==> src/hdl/wrfc_pkg.sv <==
`default_nettype none

package wrfc_pkg;

    // table size and derived widths
    localparam int MAX_RECORDS = 1024;
    localparam int ADDR_W      = (MAX_RECORDS > 1) ? $clog2(MAX_RECORDS) : 1;
    localparam int TOTAL_W     = $clog2(MAX_RECORDS + 1);
    localparam int CNT_W       = 11;
    localparam int NUM_CAT     = 4;
    localparam int CAT_W       = 4;
    localparam int CODES_W     = NUM_CAT * CAT_W;
    localparam int SCORE_W     = 16;
    localparam int REC_W       = CODES_W + SCORE_W;

    // request queue between front and back
    localparam int QUEUE_DEPTH = 2;
    localparam int QPTR_W      = $clog2(QUEUE_DEPTH);
    localparam int QCNT_W      = $clog2(QUEUE_DEPTH + 1);

    // request kind
    typedef enum logic {
        K_INSERT = 1'b0,
        K_QUERY  = 1'b1
    } t_kind;

    // classified request as it sits in the queue
    typedef struct packed {
        t_kind                kind;
        logic [CODES_W-1:0]   codes;
        logic [NUM_CAT-1:0]   mask;
        logic [SCORE_W-1:0]   score;
    } t_req;

    // back end sequencer
    typedef enum logic [1:0] {
        B_IDLE,
        B_SCAN,
        B_DRAIN
    } t_bstate;

endpackage

`default_nettype wire

==> src/hdl/wrfc_front.sv <==
`default_nettype none

module wrfc_front (
    input  wire logic                         i_clk,
    input  wire logic                         i_rst_n,
    input  wire logic                         start,
    output logic                              busy,
    input  wire logic                         i_req_type,
    input  wire logic [wrfc_pkg::CAT_W-1:0]   i_attr_a,
    input  wire logic [wrfc_pkg::CAT_W-1:0]   i_attr_b,
    input  wire logic [wrfc_pkg::CAT_W-1:0]   i_attr_c,
    input  wire logic [wrfc_pkg::CAT_W-1:0]   i_attr_d,
    input  wire logic [wrfc_pkg::NUM_CAT-1:0] i_wildcard_mask,
    input  wire logic [wrfc_pkg::SCORE_W-1:0] i_score,
    output wrfc_pkg::t_req                    o_head,
    output logic                              o_head_vld,
    input  wire logic                         i_pop
);
    import wrfc_pkg::*;

    t_req              r_q [QUEUE_DEPTH];
    logic [QPTR_W-1:0] r_wr_ptr, n_wr_ptr;
    logic [QPTR_W-1:0] r_rd_ptr, n_rd_ptr;
    logic [QCNT_W-1:0] r_cnt, n_cnt;
    logic              push;
    t_req              req;

    // classify the incoming request
    always_comb begin
        req.codes = {i_attr_d, i_attr_c, i_attr_b, i_attr_a};
        req.score = i_score;
        unique case (i_req_type)
            1'b0: begin
                req.kind = K_INSERT;
                req.mask = '0;
            end
            1'b1: begin
                req.kind = K_QUERY;
                req.mask = i_wildcard_mask;
            end
            default: begin
                req.kind = K_INSERT;
                req.mask = '0;
            end
        endcase
    end

    // queue control
    assign busy       = (r_cnt == QCNT_W'(QUEUE_DEPTH));
    assign push       = start && !busy;
    assign o_head_vld = (r_cnt != '0);
    assign o_head     = r_q[r_rd_ptr];

    always_comb begin
        n_wr_ptr = push  ? r_wr_ptr + QPTR_W'(1) : r_wr_ptr;
        n_rd_ptr = i_pop ? r_rd_ptr + QPTR_W'(1) : r_rd_ptr;
        n_cnt    = r_cnt + QCNT_W'(push) - QCNT_W'(i_pop);
    end

    always_ff @(posedge i_clk) begin
        if (!i_rst_n) begin
            r_wr_ptr <= '0;
            r_rd_ptr <= '0;
            r_cnt    <= '0;
        end else begin
            r_wr_ptr <= n_wr_ptr;
            r_rd_ptr <= n_rd_ptr;
            r_cnt    <= n_cnt;
        end
    end

    // queue storage
    always_ff @(posedge i_clk) begin
        if (push) begin
            r_q[r_wr_ptr] <= req;
        end
    end

endmodule

`default_nettype wire

==> config.mk <==
export PLATFORM = sky130hd
export DESIGN_NAME = wrfc_front
export DESIGN_NICKNAME = d
export VERILOG_FILES = /design/src/hdl/wrfc_pkg.sv /design/src/hdl/wrfc_front.sv
export SDC_FILE = /design/constraint.sdc
export NUM_CORES = 1
export LEC_CHECK = 0
export BUFFER_PORTS_ARGS = -buffer_cell sky130_fd_sc_hd__clkbuf_2
export CAP_MARGIN = 15
export CELL_PAD_IN_SITES_DETAIL_PLACEMENT = 0
export CELL_PAD_IN_SITES_GLOBAL_PLACEMENT = 2
export CORE_MARGIN = 8
export CORE_UTILIZATION = 34
export CTS_CLUSTER_DIAMETER = 100
export DETAILED_ROUTE_END_ITERATION = 16
export PLACE_DENSITY_LB_ADDON = 0.1
export SLEW_MARGIN = 20
export SYNTH_ARGS = -nofsm -noshare
export SYNTH_HDL_FRONTEND = slang
export SYNTH_SLANG_ARGS = --single-unit
==> constraint.sdc <==
create_clock -name i_clk -period 2.64 [get_ports i_clk]
set_clock_uncertainty 0.1 [all_clocks]
set_input_delay 0.132 -clock i_clk [delete_from_list [all_inputs] [get_ports i_clk]]
set_output_delay 0.132 -clock i_clk [all_outputs]
set_load 0.02 [all_outputs]
# ---- Word-level counts from Yosys, hierarchy flattened
# Memories as Yosys holds them, arrays and structs flattened. A register that Yosys moved wholly into a read port is not among the register bits.
# Cells that the tools add are included.
dict set report word_totals {
  register_bits 4
  ram_bits 74
  inputBits 41
  out_inout_bits 39
  elab_cells 19
  n_memories 1
}
dict set report op_classes {
  addsub 4
  n_eq_ne 1
  mux 6
  bitwise 1
  n_reduce_logical 3
}
# name depth width read_ports rd_clocked_by_memory_dff wr line
set memory_table {}
lappend memory_table {r_q 2 37 1 1 1 wrfc_front.sv:21} ;# t_req r_q [QUEUE_DEPTH];
# cell n
set op_table {}
lappend op_table {{one-hot mux 4 bit (2 select lines)} 1}
lappend op_table {{two-way mux 1 bit} 4}
lappend op_table {{adder 1 bit (second input constant)} 2}
lappend op_table {{adder 2 x 1 -> 2 bit} 1}
lappend op_table {{equality test 2 bit (second input constant)} 1}
lappend op_table {{one-hot mux 1 bit (2 select lines)} 1}
lappend op_table {{nonzero test 2 bit} 1}
lappend op_table {{subtractor 2 x 1 -> 2 bit} 1}
lappend op_table {{logical AND 1 bit} 1}
lappend op_table {{logical NOT 1 bit} 1}
lappend op_table {{inverter 1 bit} 1}

# ---- Depth between registers and ports, before layout
# Gate-level depths: netlist (run 1).
dict set report depth {
  word_depth 5
  mapped_depth 8
}

# ---- Worst setup path before layout (run 1)
# Ideal clock, no wire load.
dict set report synth_timing {
  path_kind {reg-to-reg}
  start {register r_cnt[0]}
  end {memory r_q[0][0] (netlist bit) (enable)}
  setup_time_ns 0.431
  t_arrival_ns 2.117
  path_slack_ns -0.008
  path_stages_with_launch 4
  period_less_slack_ns 2.648
  cell_sequence {dfxtp_1 > nand2b_1 > nand2_1 > nor2_1}
}
dict set report synth_via {
  elab_chain_cells 5
}
# item line
set synth_rtl {}
lappend synth_rtl {{from (decl)} wrfc_front.sv:24} ;# logic [QCNT_W-1:0] r_cnt, n_cnt;
lappend synth_rtl {{from (signal assigned)} wrfc_front.sv:68} ;# r_cnt <= n_cnt;
lappend synth_rtl {{equality test 2 bit} wrfc_front.sv:49} ;# assign busy = (r_cnt == QCNT_W'(QUEUE_DEPTH));
lappend synth_rtl {{logical NOT 1 bit} wrfc_front.sv:50} ;# assign push = start && !busy;
lappend synth_rtl {{logical AND 1 bit} wrfc_front.sv:50}
lappend synth_rtl {{two-way mux 1 bit} wrfc_front.sv:74} ;# if (push) begin
lappend synth_rtl {{two-way mux 1 bit (implied by the code)} wrfc_front.sv:75} ;# r_q[r_wr_ptr] <= req;
lappend synth_rtl {{to (decl)} wrfc_front.sv:21}
# No other way between the ends.

==> results of run 1 <==
==> area by class of cell <==
| class | instances | area share |
|---|---|---|
| sequential | 79 | 0.560 |
| timing repair buffer | 120 | 0.194 |
| multi-input combinational | 59 | 0.164 |
| tap | 108 | 0.0325 |
| clock buffer | 9 | 0.0298 |
| clock inverter | 7 | 0.0175 |
| inverter | 3 | 0.00271 |
==> cells in the final DEF (no fill, tap or decap), drive strengths merged, types with 4 or more instances in the layout <==
master / netlist / routed
inv: 3 / 4
clkinv: 0 / 4
dlygate4sd3: 0 / 36
buf: 4 / 5
nor2: 4 / 4
edfxtp: 74 / 74
mux2: 37 / 37
dfxtp: 5 / 5
and2: 6 / 6
clkbuf: 0 / 88
==> registers in the layout, summed over array words and instances (netlist names), named ones only <==
register  cells
r_rd_ptr      1
r_wr_ptr      1
r_q          74
r_cnt         2
==> worst paths after layout <==
check                                         from          to  slack, ns  cells past startpoint
worst max-delay path                          flop  o_head[29]       0.63                      3
worst min-delay path            i_wildcard_mask[2]  r_q[0][18]       0.02                      2
worst max register to register            r_cnt[0]  r_q[0][22]       0.74                      4
worst min register to register            r_cnt[1]    r_cnt[1]       0.43                      2
==> metrics by stage <==
stage	worst slack [ns]	total power (W)	utilization
3_5_place_dp	0.729	0.00218	0.410
2_1_floorplan	0.602	0.00199	-
6_report	0.633	0.00305	0.474
3_3_place_gp	0.827	0.00216	0.410
4_1_cts	0.599	0.00309	0.474
5_1_grt	0.539	0.00320	0.474
==> timing repair <==
action	CTS	global route
resized for setup	0	0
hold buffers	36	0
hold endpoints to repair	73	0
setup buffers	0	0
==> cells by family after synthesis <==
kind of cell | after synthesis
xor+xnor | 2
fa+ha+maj | 2
buf+inv | 7
flops | 79
mux | 38
simple gates | 17
==> power by group through the flow <==
stage,Sequential [W],Combinational [W],Clock [W]
2_1_floorplan,0.00158,0.000405,0
3_3_place_gp,0.00159,0.000567,0
3_5_place_dp,0.00160,0.000581,0
4_1_cts,0.00157,0.000625,0.000896
5_1_grt,0.00158,0.000658,0.000955
6_report,0.00157,0.000609,0.000869
==> worst max-delay path: cells and delay by family (launching register included) <==
kind | cells | cell delay (ns)
buffers and inverters | 2 | 0.43
DFF | 1 | 0.61
muxes | 1 | 0.37
==> metal layers <==
metal  vias up  global-route usage
met4         0              0.0453
met1       836               0.101
met5         -                   0
met2        55               0.174
met3         9              0.0422
li1        806                   -
==> implementation parameters, run 1 <==
Parameter                              Value

Status
  Status    finished, final reports clean

Placement
  Number of cells in the design after placement    approximately 330
  HPWL after detailed placement    ~4.4 mm
  Post-detailed-placement cell area    between 3000 and 4000 um^2
  Routability cong.    roughly 0.69
  # port buffers    79

Logic synthesis
  Proportion of synthesized chip area in sequential cells    0.755
  Number of distinct standard cells referenced by the synthesized netlist    18
  Adder and majority gate portion of the synthesized area    0.00813
  Cells taking the most area after synthesis    sky130_fd_sc_hd__edfxtp_1 72%, sky130_fd_sc_hd__mux2_4 15%, sky130_fd_sc_hd__dfxtp_1 3.3%, sky130_fd_sc_hd__mux2_2 2.6%, sky130_fd_sc_hd__buf_12 2.0%
  Fraction of synthesized area in multiplexers    0.175
  Number of synthesized flops with an enable pin    74
  Post-synthesis cell type with the largest combined area    sky130_fd_sc_hd__edfxtp_1
  Syn Area/Cell    ~21 um^2
  Xor-xnor portion of the synthesized cell area    0.00569
  Synth async-reset ratio    0
  Yosys warning total    0
  Synth top area share    0.722
  Number of standard cells after synthesis    approximately 150
  Number of storage elements in the synthesis netlist    79
  Net count after synthesis    188
  Cell with the most instances after synthesis    sky130_fd_sc_hd__edfxtp_1
  Synthesized-area fraction occupied by and/or/nand/nor cells    0.0293
  Combinational family with the most area after synthesis    multiplexers
  Area of the mapped netlist    3080 um^2
  Compound-gate portion of the synthesized area    0
  Primary flip-flop cell chosen by synthesis mapping    sky130_fd_sc_hd__edfxtp_1
  Cell types with the highest counts after synthesis    74 x sky130_fd_sc_hd__edfxtp_1, 30 x sky130_fd_sc_hd__mux2_4, 7 x sky130_fd_sc_hd__mux2_2

CTS
  Number of buffers inserted during clock tree synthesis    9
  TritonCTS Sinks    79
  Clock buffer depth    2
  CTS tree    built
  Clock latency on the worst-skew pair    0.33 ns
  Deepest level of the CTS H-tree    3
  Worst-path clk slew    about 0.080 ns
  CTS Root Buffer Type    sky130_fd_sc_hd__clkbuf_8

Setup path
  Max stage delay cell, worst path    sky130_fd_sc_hd__dfxtp_2
  Crit end category    output port
  Required time at the worst-slack endpoint    about 2.4 ns
  Peak fanout along the critical path    26
  Kind of critical path    reg -> out
  Worst path cell trace    buf_12 > mux2_2 > clkbuf_2
  Data arrival time of the worst path    between 1.5 and 2 ns
  Critical Path Start Type    flop
  Crit path largest cell delay    between 0.6 and 0.7 ns

Pwr
  Net switching power    about 0.00081 W
  Static leakage power    between 1.5 and 2 nW
  Internal cell power    around 0.0022 W
  Max rail drop VDD    0.000270 V
  Part of the power in combinational logic    0.200
  Part of the power in the clock network    0.285
  Relative contribution of sequential cells to total power    0.515
  Switching Fraction    0.265
  Total power per unit cell area    734 nW/um^2

Layout
  Fillcell total    ~780
  Share of final-layout standard cells stronger than drive strength 1    0.505
  Area taken by multi-input logic gates    about 680 um^2
  Total inserted antenna cells    0
  Layout Nets    approximately 320
  Area of all sequential standard cells    approximately 2300 um^2
  Count of placed standard cells in the final layout, fillers left out    between 300 and 400
  Final non-filler cell area    just over 4000 um^2
  Area overhead of the layout relative to synthesis    35.0%

Die
  Floorplan die width    approximately 110 um
  Die footprint    about 12,000 um^2
  Chip height    roughly 110 um
  Row Count    34
  Initial core utilization    0.351
  Core region area    between 8000 and 9000 um^2
  Boundary pin count    80

Timing
  Worst max-slew margin expressed relative to the limit    0.590
  RSZ-0062 raised after global routing    false
  Final critical path time including I/O delays and setup    approximately 2.0 ns
  Fraction of the cycle the final worst path needs    0.760
  Setup Viol. Count Final    0
  Final number of hold-violating endpoints    0
  Hold slack final    about 0.017 ns
  Fmax achieved    0.498 GHz
  Setup total negative slack    0 ns
  Final Max Slew Viols    0
  Actual slew at the worst max-slew pin    roughly 0.61 ns

Drt
  Total routed wire length on the met1 layer    about 2.4 mm
  Routed length on met3    ~410 um
  Drt total wl    around 6.1 mm
  Detailed-routed wire length on met2    roughly 3.2 mm
  Remaining design rule violation count    0
  Overall via count from detail_route    ~1.7k
  Vias per cell    4.43
  Highest routing layer actually used    met4
  First DRT Iteration DRCs    43
  Final routed wire length divided by cell count    roughly 16 um
  First drt pass iteration count    4
  Post-DRT Antenna Nets    0

Hold path
  Worst min-delay path class    in -> reg

GRT
  Number of antenna violations at the first check in global routing    0
  GR Overflow Total    0
  Via count of the first global-routing pass    about 2k
  Largest net degree at the start of global routing    27
  Global-route wire length before repair    9.67 mm
  Tot GR Track Use    0.0995

Job
  Maximum Capacitance Violations    0
No activity file was read; power rests on OpenSTA's default activity.
==> inputs of run 2 (changes only) <==
- clock period: 2.64 -> 1.8 ns (I/O delays scaled with it)
==> implementation parameters, run 2 (same netlist as run 1, synthesis figures left out) <==
Parameter                              Value

Status
  Status    finished, final reports clean

Setup path
  Required time at the worst-slack endpoint    between 1.5 and 2 ns
  Data arrival time of the worst path    1.79 ns
  Crit end category    flop
  Peak fanout along the critical path    3
  Crit path largest cell delay    approximately 0.34 ns
  Kind of critical path    reg -> reg
  Number of buffers and inverters on the critical path    1
  Worst path cell trace    nand2b_4 > nand2_1 > ha_1 > inv_1 > ha_1 > xor2_1 > and2_1 > nor3_1
  Crit path max-delay family    simple AND/OR/NAND/NOR gates
  Max stage delay cell, worst path    sky130_fd_sc_hd__dfxtp_2
  Cell with the most instances on the worst path    sky130_fd_sc_hd__ha_1
  Critical Path Start Type    flop

Timing
  Final number of hold-violating endpoints    0
  Actual slew at the worst max-slew pin    between 0.2 and 0.3 ns
  Fmax achieved    0.611 GHz
  Setup Viol. Count Final    0
  Final critical path time including I/O delays and setup    between 1.5 and 2 ns
  Setup total negative slack    0 ns
  Worst max-slew margin expressed relative to the limit    0.826
  RSZ-0062 raised after global routing    false
  Fraction of the cycle the final worst path needs    0.909
  Final Max Slew Viols    0

Drt
  First drt pass iteration count    4
  Final routed wire length divided by cell count    roughly 15 um
  Post-DRT Antenna Nets    0
  Remaining design rule violation count    0
  First DRT Iteration DRCs    38
  Vias per cell    4.36
  Overall via count from detail_route    around 1.7k
  Drt total wl    5.83 mm

Pwr
  Relative contribution of sequential cells to total power    0.483
  Max rail drop VDD    0.000477 V
  Part of the power in the clock network    0.322
  Total power per unit cell area    between 1000 and 1500 nW/um^2
  Net switching power    0.00115 W
  Static leakage power    about 1.7 nW
  Switching Fraction    0.243
  Internal cell power    0.00359 W
  Part of the power in combinational logic    0.195

CTS
  Number of buffers inserted during clock tree synthesis    9
  Clock latency on the worst-skew pair    ~0.33 ns
  TritonCTS Sinks    ~80
  Deepest level of the CTS H-tree    3
  Clock buffer depth    2
  Worst-path clk slew    around 0.070 ns
  CTS Root Buffer Type    sky130_fd_sc_hd__clkbuf_8
  CTS tree    built

Placement
  Routability cong.    0.654
  Number of cells in the design after placement    between 300 and 400
  HPWL after detailed placement    around 4 mm
  # port buffers    just under 80

Layout
  Register containing the most flip-flops in the final layout    r_q
  Largest regs    r_q x74, r_cnt x2
  Area overhead of the layout relative to synthesis    38.2%
  Layout Nets    between 300 and 400
  Count of placed standard cells in the final layout, fillers left out    389
  Most common cell after layout, fill and taps aside    sky130_fd_sc_hd__clkbuf_2
  Total inserted antenna cells    0
  Most used cells in the layout excluding fill and tap cells    79 x sky130_fd_sc_hd__clkbuf_2, 74 x sky130_fd_sc_hd__edfxtp_1, 39 x sky130_fd_sc_hd__dlygate4sd3_1, 30 x sky130_fd_sc_hd__mux2_4, 9 x sky130_fd_sc_hd__clkbuf_8
  Fillcell total    slightly below 800
  Flip-flop count of the largest register after layout    74
  Share of final-layout standard cells stronger than drive strength 1    0.505

Die
  Boundary pin count    80
  Die footprint    around 12,000 um^2
  Floorplan die width    about 110 um
  Row Count    34
  Initial core utilization    0.351
  Chip height    around 110 um
  Core region area    between 8000 and 9000 um^2

GRT
  Global-route wire length before repair    9.26 mm
  Tot GR Track Use    0.0954
  Via count of the first global-routing pass    a little under 2k
  GR Overflow Total    0
  Number of antenna violations at the first check in global routing    0
  Largest net degree at the start of global routing    38

Job
  Maximum Capacitance Violations    0

Hold path
  Worst min-delay path class    in -> reg
-- run 2: cell types whose count changed in the layout (fill, tap and decap cells not counted), sizes merged --
cell and delta:
inv -1, dlygate4sd3 +3, clkinv -3, buf +1, clkbuf +2, bufinv +2
-- run 2: metrics by stage --
stage | total power [W] | setup WS [ns] | utilization | area (um^2) | hold WS [ns]
3_3_place_gp | 0.00317 | 0.230 | 0.413 | 3620 | 0.180
2_1_floorplan | 0.00291 | 0.154 | - | 3090 | 0.0889
3_5_place_dp | 0.00321 | 0.132 | 0.413 | 3620 | 0.183
6_report | 0.00475 | 0.164 | 0.485 | 4250 | 0.0663
5_1_grt | 0.00497 | 0.0354 | 0.485 | 4250 | 0.0866
4_1_cts | 0.00482 | 0.0977 | 0.484 | 4240 | 0.0559
-- run 2: area by class of cell --
| type | count | area (um^2) | area share |
|---|---|---|---|
| sequential | 79 | 2320 | 0.547 |
| timing repair buffer | 124 | 856 | 0.201 |
| multi-input combinational | 59 | 688 | 0.162 |
| tap | 108 | 135 | 0.0318 |
| clock buffer | 11 | 131 | 0.0309 |
| clock inverter | 5 | 106 | 0.0250 |
| inverter | 3 | 11.3 | 0.00265 |
-- run 2: per-layer routing --
layer  track usage  vias to the layer above  part of all wire
met3        0.0384                       10             0.064
met2         0.173                       47              0.54
met4        0.0427                        0             0.017
met5             0                        -                 0
li1              -                      815                 -
met1        0.0930                      823              0.37
-- run 2: worst paths after layout --
kind              startpoint  endpoint  slack, ns  depth (start not counted)
setup / recovery    r_cnt[0]  r_cnt[1]       0.16                          8
hold / removal         start  r_wr_ptr       0.07                          4
setup reg to reg    r_cnt[0]  r_cnt[1]       0.16                          8
hold reg to reg     r_rd_ptr  r_rd_ptr       0.43                          2
-- run 2: what timing repair did --
item	4_1_cts	5_1_grt
hold buffers	39	0
hold endpoints to repair	79	0
resized for setup	0	2
setup endpoints to repair	0	1
buffers inserted	0	0
-- run 2: power groups by stage --
stage               sequential, W  combinational (W)  clock, W
floorplan                 0.00231           0.000598         0
global placement          0.00232           0.000856         0
detailed placement        0.00233           0.000877         0
CTS                       0.00229           0.000946   0.00158
global route              0.00231            0.00100   0.00165
finish                    0.00229           0.000925   0.00153
-- run 2: tightest hold or removal path, cell delays in order --
cell and delay [ns]:
sky130_fd_sc_hd__clkbuf_2 0.09, sky130_fd_sc_hd__nand2_1 0.07, sky130_fd_sc_hd__buf_4 0.13, sky130_fd_sc_hd__mux2i_1 0.07
==> inputs of run 3 (changes only) <==
- CTS_BUF_LIST: not set -> sky130_fd_sc_hd__clkbuf_16
- REMOVE_ABC_BUFFERS: not set -> 1
- clock period: 1.8 -> 1.4 ns (I/O delays scaled with it)
==> implementation parameters, run 3 (same netlist as run 1, synthesis figures left out) <==
Parameter                              Value

Status
  Status    finished, violations left
  Violated checks    setup timing

Die
  Chip height    around 110 um
  Floorplan die width    approximately 110 um
  Core region area    8760 um^2
  Boundary pin count    80
  Die footprint    ~12,000 um^2
  Row Count    34
  Initial core utilization    0.351

Timing
  Final number of hold-violating endpoints    0
  Fmax achieved    between 0.6 and 0.7 GHz
  Actual slew at the worst max-slew pin    roughly 0.22 ns
  Hold slack final    0.177 ns
  Final critical path time including I/O delays and setup    around 1.6 ns
  Setup Viol. Count Final    ~110
  Final Max Slew Viols    0
  Setup total negative slack    -10.43 ns
  Worst max-slew margin expressed relative to the limit    0.850
  Fraction of the cycle the final worst path needs    1.13
  Least setup slack across all paths after layout    -0.182 ns
  RSZ-0062 raised after global routing    true

CTS
  Clock latency on the worst-skew pair    between 0.3 and 0.4 ns
  Number of buffers inserted during clock tree synthesis    9
  Deepest level of the CTS H-tree    3
  CTS tree    built
  Clock buffer depth    2
  CTS Root Buffer Type    sky130_fd_sc_hd__clkbuf_16
  Worst-path clk slew    about 0.05 ns
  TritonCTS Sinks    79

Layout
  Flip-flop count of the largest register after layout    74
  Most common cell after layout, fill and taps aside    sky130_fd_sc_hd__edfxtp_1
  Final core utilization    0.555
  Register containing the most flip-flops in the final layout    r_q
  Layout Nets    336
  Area overhead of the layout relative to synthesis    58.0%
  Fillcell total    between 700 and 800
  Total inserted antenna cells    0
  Largest regs    r_q x74, r_cnt x2
  Most used cells in the layout excluding fill and tap cells    74 x sky130_fd_sc_hd__edfxtp_1, 50 x sky130_fd_sc_hd__clkbuf_2, 39 x sky130_fd_sc_hd__dlygate4sd3_1, 32 x sky130_fd_sc_hd__mux2_4, 28 x sky130_fd_sc_hd__buf_6
  Share of final-layout standard cells stronger than drive strength 1    0.554

Pwr
  Net switching power    approximately 0.0017 W
  Final Power    between 0.006 and 0.007 W
  Part of the power in the clock network    0.326
  Relative contribution of sequential cells to total power    0.424
  Max rail drop VDD    between 0.0006 and 0.0007 V
  Total power per unit cell area    about 1400 nW/um^2
  Switching Fraction    0.247
  Part of the power in combinational logic    0.251
  Internal cell power    approximately 0.0052 W
  Static leakage power    approximately 2 nW

Setup path
  Critical Path Start Type    flop
  Number of buffers and inverters on the critical path    2
  Reg-to-reg setup timing slack    -0.17 ns
  Worst R2R Start    r_cnt[0]
  Max stage delay cell, worst path    sky130_fd_sc_hd__dfxtp_4
  Worst r2r dst    r_cnt[1]
  Crit path largest cell delay    0.37 ns
  Crit end category    output port
  Length in cells of the worst reg-to-reg path    8
  Crit path max-delay family    flip-flops
  Required time at the worst-slack endpoint    around 1.2 ns
  Data arrival time of the worst path    between 1 and 1.5 ns
  Worst path cell trace    buf_12 > mux2_2 > clkbuf_2
  Kind of critical path    reg -> out
  Peak fanout along the critical path    20

Placement
  # port buffers    79
  Routability cong.    between 0.6 and 0.7
  HPWL after detailed placement    between 4 and 5 mm

Drt
  Post-DRT Antenna Nets    0
  Vias per cell    4.42
  Overall via count from detail_route    1,793
  First DRT Iteration DRCs    28
  Remaining design rule violation count    0
  Final routed wire length divided by cell count    ~16 um
  First drt pass iteration count    4
  Drt total wl    between 6 and 7 mm

GRT
  Via count of the first global-routing pass    roughly 2.0k
  Number of antenna violations at the first check in global routing    0
  GR Overflow Total    0
  Global-route wire length before repair    between 9 and 10 mm
  Tot GR Track Use    0.0999
  Largest net degree at the start of global routing    21

Job
  Maximum Capacitance Violations    0

Hold path
  Worst min-delay path class    in -> reg
  Worst hold path stage count    5
  Hold-critical path endpoint    r_wr_ptr
  Origin of the worst min-delay path    start
-- run 3: cell count changes in the layout (fill, tap and decap cells not counted), sizes merged --
cell,delta
buf,+37
clkbuf,-22
bufinv,-2
clkinv,+2
clkinvlp,+1
inv,+1
-- run 3: area by class of cell --
cell class / count / area [um^2] / area share
Sequential cell: 79 / 2330 / 0.479
Timing Repair Buffer: 141 / 1360 / 0.280
Multi-Input combinational cell: 59 / 729 / 0.150
Clock buffer: 9 / 225 / 0.0463
Tap cell: 108 / 135 / 0.0278
Clock inverter: 7 / 71.3 / 0.0147
Inverter: 3 / 11.3 / 0.00232
-- run 3: worst reg2reg max path, stage by stage (launching register included) --
cell	delay, ns
sky130_fd_sc_hd__dfxtp_2	0.32
sky130_fd_sc_hd__nand2b_4	0.14
sky130_fd_sc_hd__nand2_4	0.06
sky130_fd_sc_hd__ha_4	0.26
sky130_fd_sc_hd__inv_1	0.04
sky130_fd_sc_hd__ha_2	0.16
sky130_fd_sc_hd__xor2_1	0.17
sky130_fd_sc_hd__and2_1	0.17
sky130_fd_sc_hd__nor3_2	0.04
-- run 3: what timing repair did --
action                     4_1_cts  5_1_grt
cloned                           0       10
gates resized for setup         14       81
pin swaps                        5        1
setup buffers                    3        4
hold endpoints to repair        79        0
setup endpoints to repair       77      114
hold buffers                    39        0
-- run 3: layer usage --
layer | vias up | global-route usage | part of all wire
met1 | 882 | 0.105 | 0.40
li1 | 855 | - | -
met2 | 47 | 0.177 | 0.53
met4 | 0 | 0.0480 | 0.013
met5 | - | 0 | 0
met3 | 9 | 0.0319 | 0.053
-- run 3: how the worst max path moves through the flow --
| stage | from | to | slack (ns) | cells after the start |
|---|---|---|---|---|
| 2_1_floorplan | r_cnt[0] | r_q[0][0] | -1.25 | 3 |
| 3_3_place_gp | r_cnt[0] | r_cnt[1] | -0.15 | 8 |
| 3_5_place_dp | r_cnt[0] | r_cnt[1] | -0.30 | 8 |
| 4_1_cts | flop | o_head[28] | -0.22 | 3 |
| 5_1_grt | r_cnt[0] | r_cnt[1] | -0.23 | 8 |
| 6_report | flop | o_head[28] | -0.18 | 3 |
-- run 3: power groups by stage --
stage,logic [W],clock network (W),registers [W]
floorplan,0.000687,0,0.00302
global placement,0.00118,0,0.00298
detailed placement,0.00121,0,0.00300
CTS,0.00138,0.00234,0.00296
global route,0.00186,0.00242,0.00298
finish,0.00175,0.00227,0.00295
-- run 3: per-stage QoR --
stage | cell area, um^2 | worst slack (ns) | std cells
floorplan | 3010 | -1.25 | 141
global placement | 3690 | -0.146 | 337
detailed placement | 3690 | -0.305 | 337
CTS | 4450 | -0.215 | 394
global route | 4860 | -0.233 | 406
finish | 4860 | -0.182 | 406
